**config.mk**
```make
export PLATFORM = sky130hd
export DESIGN_NAME = sgns_search
export DESIGN_NICKNAME = d
export VERILOG_FILES = /design/src/rtl/sgns_pkg.sv /design/src/rtl/sgns_search.sv
export SDC_FILE = /design/constraint.sdc
export NUM_CORES = 1
export LEC_CHECK = 0
export BUFFER_PORTS_ARGS = -buffer_cell sky130_fd_sc_hd__buf_2
export CORE_AREA = 2 2 182 201
export DETAILED_ROUTE_END_ITERATION = 8
export DIE_AREA = 0 0 184 203
export MAX_ROUTING_LAYER = met4
export PLACE_DENSITY_LB_ADDON = 0.2
export SLEW_MARGIN = 40
export SYNTH_ARGS = -nofsm -noshare
export SYNTH_HDL_FRONTEND = slang
export SYNTH_SLANG_ARGS = --single-unit
```
**constraint.sdc**
```tcl
create_clock -name clk -period 18.44 [get_ports clk]
set_input_delay 2.766 -clock clk [delete_from_list [all_inputs] [get_ports clk]]
set_output_delay 2.766 -clock clk [all_outputs]
set_load 0.02 [all_outputs]
```
**src/rtl/sgns_pkg.sv**
```systemverilog
// Shared constants, codes and types for the sorted grid nearest search block.
package sgns_pkg;

  // Table geometry
  localparam int MAX_POINTS = 1024;
  localparam int IDX_W      = $clog2(MAX_POINTS);
  localparam int CNT_W      = $clog2(MAX_POINTS + 1);

  // Fixed field widths
  localparam int VAL_W   = 48;
  localparam int DIFF_W  = VAL_W + 1;
  localparam int ENTRY_W = 10;
  localparam int OUT_W   = 10;
  localparam int CFG_W   = 11;

  // Configuration port
  localparam int PADDR_W = 3;
  localparam int PDATA_W = 32;
  localparam logic REG_POINT_COUNT = 1'b0;

  // Item function codes
  localparam logic FUNC_LOAD  = 1'b0;
  localparam logic FUNC_QUERY = 1'b1;

  // Request from the search engine to the table memory
  typedef struct packed {
    logic             we;
    logic [IDX_W-1:0] waddr;
    logic [VAL_W-1:0] wdata;
    logic [IDX_W-1:0] raddr;
  } ram_req_t;

endpackage

```
**src/rtl/sgns_search.sv**
```systemverilog
// Search engine: table loads, binary search, clamp, nearest pick, result register.
module sgns_search (
  input  logic                                clk,
  input  logic                                rst_n,
  input  logic [sgns_pkg::CFG_W-1:0]          point_count,
  input  logic                                in_valid,
  output logic                                in_ready,
  input  logic                                in_func,
  input  logic [sgns_pkg::ENTRY_W-1:0]        in_entry_index,
  input  logic signed [sgns_pkg::VAL_W-1:0]   in_value,
  input  logic                                in_want_nearest,
  output logic                                out_valid,
  input  logic                                out_ready,
  output logic [sgns_pkg::OUT_W-1:0]          out_found_index,
  output sgns_pkg::ram_req_t                  ram_req,
  input  logic signed [sgns_pkg::VAL_W-1:0]   ram_rdata
);

  localparam int IDX_W  = sgns_pkg::IDX_W;
  localparam int CNT_W  = sgns_pkg::CNT_W;
  localparam int VAL_W  = sgns_pkg::VAL_W;
  localparam int DIFF_W = sgns_pkg::DIFF_W;
  localparam int OUT_W  = sgns_pkg::OUT_W;

  typedef enum logic [2:0] {
    ST_IDLE,
    ST_SEARCH,
    ST_FINISH,
    ST_NEAR_A,
    ST_NEAR_B,
    ST_NEAR_C,
    ST_DONE
  } state_t;

  state_t                    state_r, state_nxt;
  logic signed [VAL_W-1:0]   x_r, x_nxt;
  logic                      near_r, near_nxt;
  logic [CNT_W-1:0]          n_r, n_nxt;
  logic [CNT_W-1:0]          lo_r, lo_nxt;
  logic [CNT_W-1:0]          len_r, len_nxt;
  logic [IDX_W-1:0]          mid_r, mid_nxt;
  logic [IDX_W-1:0]          idx_r, idx_nxt;
  logic signed [DIFF_W-1:0]  dhi_r, dhi_nxt;
  logic signed [DIFF_W-1:0]  dlo_r, dlo_nxt;
  logic                      out_valid_r, out_valid_nxt;
  logic [OUT_W-1:0]          found_r, found_nxt;

  logic [CNT_W-1:0]  n_eff;
  logic              in_fire;
  logic              lt;
  logic [CNT_W-1:0]  half;
  logic [CNT_W-1:0]  lo_step;
  logic [CNT_W-1:0]  len_step;
  logic [IDX_W-1:0]  mid_first;
  logic [IDX_W-1:0]  mid_step;
  logic [IDX_W-1:0]  idx_fin;
  logic [DIFF_W-1:0] dhi_abs;
  logic [DIFF_W-1:0] dlo_abs;
  logic              closer;
  logic [31:0]       idx_ext;

  // Points in use: zero counts as one, anything above the table as the table size
  always_comb begin
    if (point_count == '0) begin
      n_eff = CNT_W'(1);
    end else if (32'(point_count) > 32'(sgns_pkg::MAX_POINTS)) begin
      n_eff = CNT_W'(sgns_pkg::MAX_POINTS);
    end else begin
      n_eff = CNT_W'(point_count);
    end
  end

  assign in_ready = (state_r == ST_IDLE);
  assign in_fire  = in_valid && in_ready;

  // One halving step; the compare uses the entry read at mid_r
  assign half      = len_r >> 1;
  assign lt        = ram_rdata < x_r;
  assign lo_step   = lt ? CNT_W'(mid_r) + CNT_W'(1) : lo_r;
  assign len_step  = lt ? len_r - half - CNT_W'(1) : half;
  assign mid_step  = IDX_W'(lo_step + (len_step >> 1));
  assign mid_first = IDX_W'(n_eff >> 1);

  // Clamp lower bound to last entry in use
  assign idx_fin = (lo_r >= n_r) ? IDX_W'(n_r - CNT_W'(1)) : IDX_W'(lo_r);

  // Nearest pick: lower neighbor wins only when strictly closer
  assign dhi_abs = dhi_r[DIFF_W-1] ? DIFF_W'(-dhi_r) : DIFF_W'(dhi_r);
  assign dlo_abs = dlo_r[DIFF_W-1] ? DIFF_W'(-dlo_r) : DIFF_W'(dlo_r);
  assign closer  = dlo_abs < dhi_abs;

  assign idx_ext = 32'(idx_r);

  // Memory requests: loads write on accept, reads are addressed in the cycle before their data is used
  always_comb begin
    ram_req.we    = in_fire && (in_func == sgns_pkg::FUNC_LOAD) &&
                    (32'(in_entry_index) < 32'(sgns_pkg::MAX_POINTS));
    ram_req.waddr = IDX_W'(in_entry_index);
    ram_req.wdata = in_value;
    case (state_r)
      ST_IDLE:   ram_req.raddr = mid_first;
      ST_SEARCH: ram_req.raddr = mid_step;
      ST_FINISH: ram_req.raddr = idx_fin;
      ST_NEAR_A: ram_req.raddr = idx_r - IDX_W'(1);
      default:   ram_req.raddr = mid_r;
    endcase
  end

  // Next-state logic
  always_comb begin
    state_nxt     = state_r;
    x_nxt         = x_r;
    near_nxt      = near_r;
    n_nxt         = n_r;
    lo_nxt        = lo_r;
    len_nxt       = len_r;
    mid_nxt       = mid_r;
    idx_nxt       = idx_r;
    dhi_nxt       = dhi_r;
    dlo_nxt       = dlo_r;
    found_nxt     = found_r;
    out_valid_nxt = out_valid_r && !out_ready;

    unique case (state_r)
      ST_IDLE: begin
        if (in_fire && (in_func == sgns_pkg::FUNC_QUERY)) begin
          x_nxt     = in_value;
          near_nxt  = in_want_nearest;
          n_nxt     = n_eff;
          lo_nxt    = '0;
          len_nxt   = n_eff;
          mid_nxt   = mid_first;
          state_nxt = ST_SEARCH;
        end
      end
      ST_SEARCH: begin
        lo_nxt  = lo_step;
        len_nxt = len_step;
        mid_nxt = mid_step;
        if (len_step == '0) begin
          state_nxt = ST_FINISH;
        end
      end
      ST_FINISH: begin
        idx_nxt = idx_fin;
        if (near_r && (idx_fin != '0)) begin
          state_nxt = ST_NEAR_A;
        end else begin
          state_nxt = ST_DONE;
        end
      end
      ST_NEAR_A: begin
        dhi_nxt   = DIFF_W'(ram_rdata) - DIFF_W'(x_r);
        state_nxt = ST_NEAR_B;
      end
      ST_NEAR_B: begin
        dlo_nxt   = DIFF_W'(x_r) - DIFF_W'(ram_rdata);
        state_nxt = ST_NEAR_C;
      end
      ST_NEAR_C: begin
        if (closer) begin
          idx_nxt = idx_r - IDX_W'(1);
        end
        state_nxt = ST_DONE;
      end
      ST_DONE: begin
        if (!out_valid_r || out_ready) begin
          out_valid_nxt = 1'b1;
          found_nxt     = idx_ext[OUT_W-1:0];
          state_nxt     = ST_IDLE;
        end
      end
      default: state_nxt = ST_IDLE;
    endcase
  end

  // State and registered outputs; payload registers carry no reset
  always_ff @(posedge clk) begin
    if (!rst_n) begin
      state_r     <= ST_IDLE;
      out_valid_r <= 1'b0;
    end else begin
      state_r     <= state_nxt;
      out_valid_r <= out_valid_nxt;
    end
    x_r     <= x_nxt;
    near_r  <= near_nxt;
    n_r     <= n_nxt;
    lo_r    <= lo_nxt;
    len_r   <= len_nxt;
    mid_r   <= mid_nxt;
    idx_r   <= idx_nxt;
    dhi_r   <= dhi_nxt;
    dlo_r   <= dlo_nxt;
    found_r <= found_nxt;
  end

  assign out_valid       = out_valid_r;
  assign out_found_index = found_r;

  // Search window never runs past the entries in use
  a_window: assert property (@(posedge clk) disable iff (!rst_n)
    (state_r == ST_SEARCH) |-> ((32'(lo_r) + 32'(len_r)) <= 32'(n_r)))
    else $error("search window beyond points in use");

  // Every search read addresses an entry in use
  a_mid_range: assert property (@(posedge clk) disable iff (!rst_n)
    (state_r == ST_SEARCH) |-> (CNT_W'(mid_r) < n_r))
    else $error("search read outside points in use");

  // Clamped index stays below the point count
  a_idx_range: assert property (@(posedge clk) disable iff (!rst_n)
    (state_r == ST_NEAR_A || state_r == ST_DONE) |-> (CNT_W'(idx_r) < n_r))
    else $error("result index not clamped");

  // Table writes only happen while no query is in flight
  a_write_idle: assert property (@(posedge clk) disable iff (!rst_n)
    ram_req.we |-> (state_r == ST_IDLE))
    else $error("table write during a query");

  // An accepted query always starts the search
  a_query_start: assert property (@(posedge clk) disable iff (!rst_n)
    (in_fire && in_func == sgns_pkg::FUNC_QUERY) |=> (state_r == ST_SEARCH))
    else $error("query accepted without starting search");

endmodule
```
==> impl_metrics.json <==
{
  "status": "finished, final reports clean",
  "fp.dieH_um": 203,
  "num_rows": 72,
  "crit_type": "input port to output pin",
  "dpl.hpwl_mm": 41.8,
  "worstHoldPathType": "flip-flop to flip-flop",
  "place_congestion": 0.973,
  "post-synth-top-area-cell": "edfxtp_1",
  "vias": 16400,
  "syn_to_final_growth_pct": 9.52,
  "diodes": 0,
  "fillerInstances": 3105,
  "setup_viol": 0,
  "synth_compound_area_share_pct": 20.1,
  "critPathCaptureType": "output pin",
  "synthAdderAreaFrac_pct": 12.2,
  "fin_crit_ns": 11.03,
  "max_slew_margin_pct": 45.7,
  "grt_max_degree": 50,
  "grt_pass1_wl_mm": 82.5,
  "grt_pass1_vias": 15600,
  "drive_above_1_share_pct": 12.5,
  "start_kind": "input port",
  "drt_iter0_markers": 1389,
  "final_nets": 2533,
  "cts_tree": "built",
  "final_hold_viol_count": 0,
  "synth_ff_type": "edfxtp_1",
  "pin_count": 204,
  "tns_ns": 0,
  "yosys.area_share.xor_xnor_pct": 9.58,
  "max_freq_mhz": 90.6,
  "synth_edf_count": 210,
  "peakVddDrop_v": 0.0000818,
  "finish.instance_area_um2": 21000,
  "drc": 0,
  "cts_setup_buffers": 0,
  "max-clock-path-buffers": 3,
  "synth_top_family_by_area": "compound AO/OA/AOI/OAI gates",
  "cts_resized": 0,
  "synth_common_cells": "edfxtp_1 (210), ha_1 (179), nand2_1 (171), inv_1 (169), a21oi_1 (154)",
  "fp.dieArea_um2": 37400,
  "ant_nets": 0,
  "place_area_um2": 20000,
  "seq_area_frac_synth_pct": 33.3,
  "fin_crit_sh_pct": 59.8,
  "synthMuxAreaShare_pct": 1.59,
  "synthMostInstantiatedCell": "edfxtp_1",
  "ys_ff_latch": 214,
  "cp.required_ns": 15.67,
  "syn_area_per_cell_um2": 8.95,
  "io_buffers": 183,
  "vias_per_cell": 6.10,
  "synth_cell_type_count": 82,
  "ys_warn_count": 0,
  "max_cap_viol_count": 0,
  "drv_slew": 0,
  "p_leak_nw": 8.98,
  "yosys.area_share.simple_pct": 16.0,
  "grt_overflow_total": 0,
  "postCtsHoldBufs": 0,
  "drt_first_pass_iters": 6,
  "cts.sinks": 214,
  "cp.arrival_ns": 8.27,
  "path_max_fanout": 8,
  "power.density_nw_per_um2": 88.7,
  "fin_skew_ns": 0.0162,
  "root_buffer": "clkbuf_16",
  "core_area_um2": 35100,
  "netlist_instances": 2146,
  "initial_utilization_pct": 54.6,
  "yosysTopAreaCellShare_pct": 32.8,
  "clk_latency_ns": 0.55,
  "tightest_slew_ns": 0.803,
  "rsz0062_at_grt": "no",
  "async_flop_share_pct": 0,
  "antenna_found_initial": 0,
  "cts.clk_slew.worst_paths_ns": 0.06,
  "synth_nets": 2452,
  "die_w_um": 184,
  "wl_per_cell_um": 19.5,
  "netlist_area_um2": 19200,
  "track_usage_pct": 28.4,
  "numCtsBuffers": 26,
  "h-tree-depth": 1,
  "synth_area_leaders": "edfxtp_1 (33%), ha_1 (12%), xnor2_1 (5.7%)",
  "detail_route.wirelength_mm": 52.4
}
==> kinds of logic after synthesis <==
| logic type | after synthesis |
|---|---|
| fa+ha+maj | 185 |
| xor+xnor | 210 |
| mux | 28 |
| compound gates | 591 |
| flops | 214 |
| simple gates | 608 |
| buf+inv | 310 |
==> power by group <==
part	leakage [nW]	internal (mW)	switching (mW)
combinational	6.53	0.248	0.414
sequential	1.97	0.583	0.0276
clock	0.483	0.385	0.209
==> critical path, stage by stage <==
cell,delay (ns)
buf_2,0.09
inv_1,0.04
ha_1,0.51
nand2_1,0.22
o21ai_0,0.46
a311oi_1,0.12
a221oi_1,0.60
o21ai_0,0.34
o21ai_0,0.36
mux2i_1,0.43
fa_1,0.28
inv_1,0.05
a21o_1,0.19
maj3_1,0.37
and2_1,0.16
o211ai_1,0.10
a31oi_1,0.18
or4b_2,0.65
nand3_1,0.15
buf_2,0.18
==> flip-flops by register name, indices dropped and copies added, names as in the netlist, 10 cells and up <==
signal	cells
out_found_index	10
dlo_r	49
dhi_r	49
n_r	11
x_r	48
len_r	11
mid_r	10
lo_r	11
idx_r	10
==> final timing paths <==
| path | startpoint | endpoint | slack [ns] | cells past startpoint |
|---|---|---|---|---|
| worst min-delay path | idx_r[9] | out_found_index[9] | 0.47 | 0 |
| worst max register to register | dhi_r[4] | idx_r[1] | 11.89 | 19 |
| worst min register to register | idx_r[9] | out_found_index[9] | 0.47 | 0 |
| worst max-delay path | ram_rdata[40] | ram_req[8] | 7.41 | 20 |
==> routing by layer <==
metal	vias up	GRT usage, %	wire length [um]
met2	640	47.2	24900
met4	0	12.0	2470
li1	7913	-	-
met1	7720	35.5	22300
met5	-	-	0
met3	135	2.48	2840
==> final cells by class <==
| type | count | area [um2] | area share, % |
|---|---|---|---|
| Clock buffer | 32 | 714 | 3.40 |
| Clock inverter | 15 | 279 | 1.33 |
| Inverter | 169 | 634 | 3.02 |
| Multi-Input combinational cell | 1622 | 11500 | 54.5 |
| Sequential cell | 214 | 6390 | 30.4 |
| Tap cell | 444 | 556 | 2.64 |
| Timing Repair Buffer | 194 | 998 | 4.75 |
==> layout by cell type, fill, tap and decap left out, types with 23 or more instances in the layout <==
| master | instances |
|---|---|
| nand2_1 | 171 |
| nor2b_1 | 29 |
| nor4_1 | 25 |
| clkbuf_16 | 27 |
| nand3_1 | 46 |
| edfxtp_1 | 210 |
| o21ai_0 | 122 |
| buf_2 | 183 |
| xnor2_1 | 126 |
| o31ai_1 | 39 |
| ha_1 | 179 |
| nand4_1 | 37 |
| nor2_1 | 116 |
| a21oi_1 | 154 |
| xor2_1 | 84 |
| inv_1 | 168 |
| nor3_1 | 49 |
| a21o_1 | 91 |
| nand2b_1 | 23 |
==> stage by stage <==
stage	util [%]	hold WS [ns]	cells	total power, mW	setup WS, ns
finish	59.8	0.470	2690	1.87	7.41
global route	59.8	0.503	2690	1.95	7.08
CTS	59.8	0.472	2690	1.87	7.51
detailed placement	57.0	0.457	2643	1.27	7.55
global placement	57.0	0.451	2643	1.26	7.69
floorplan	-	0.448	2146	1.09	7.94
Power figures use the tool's default switching activity.
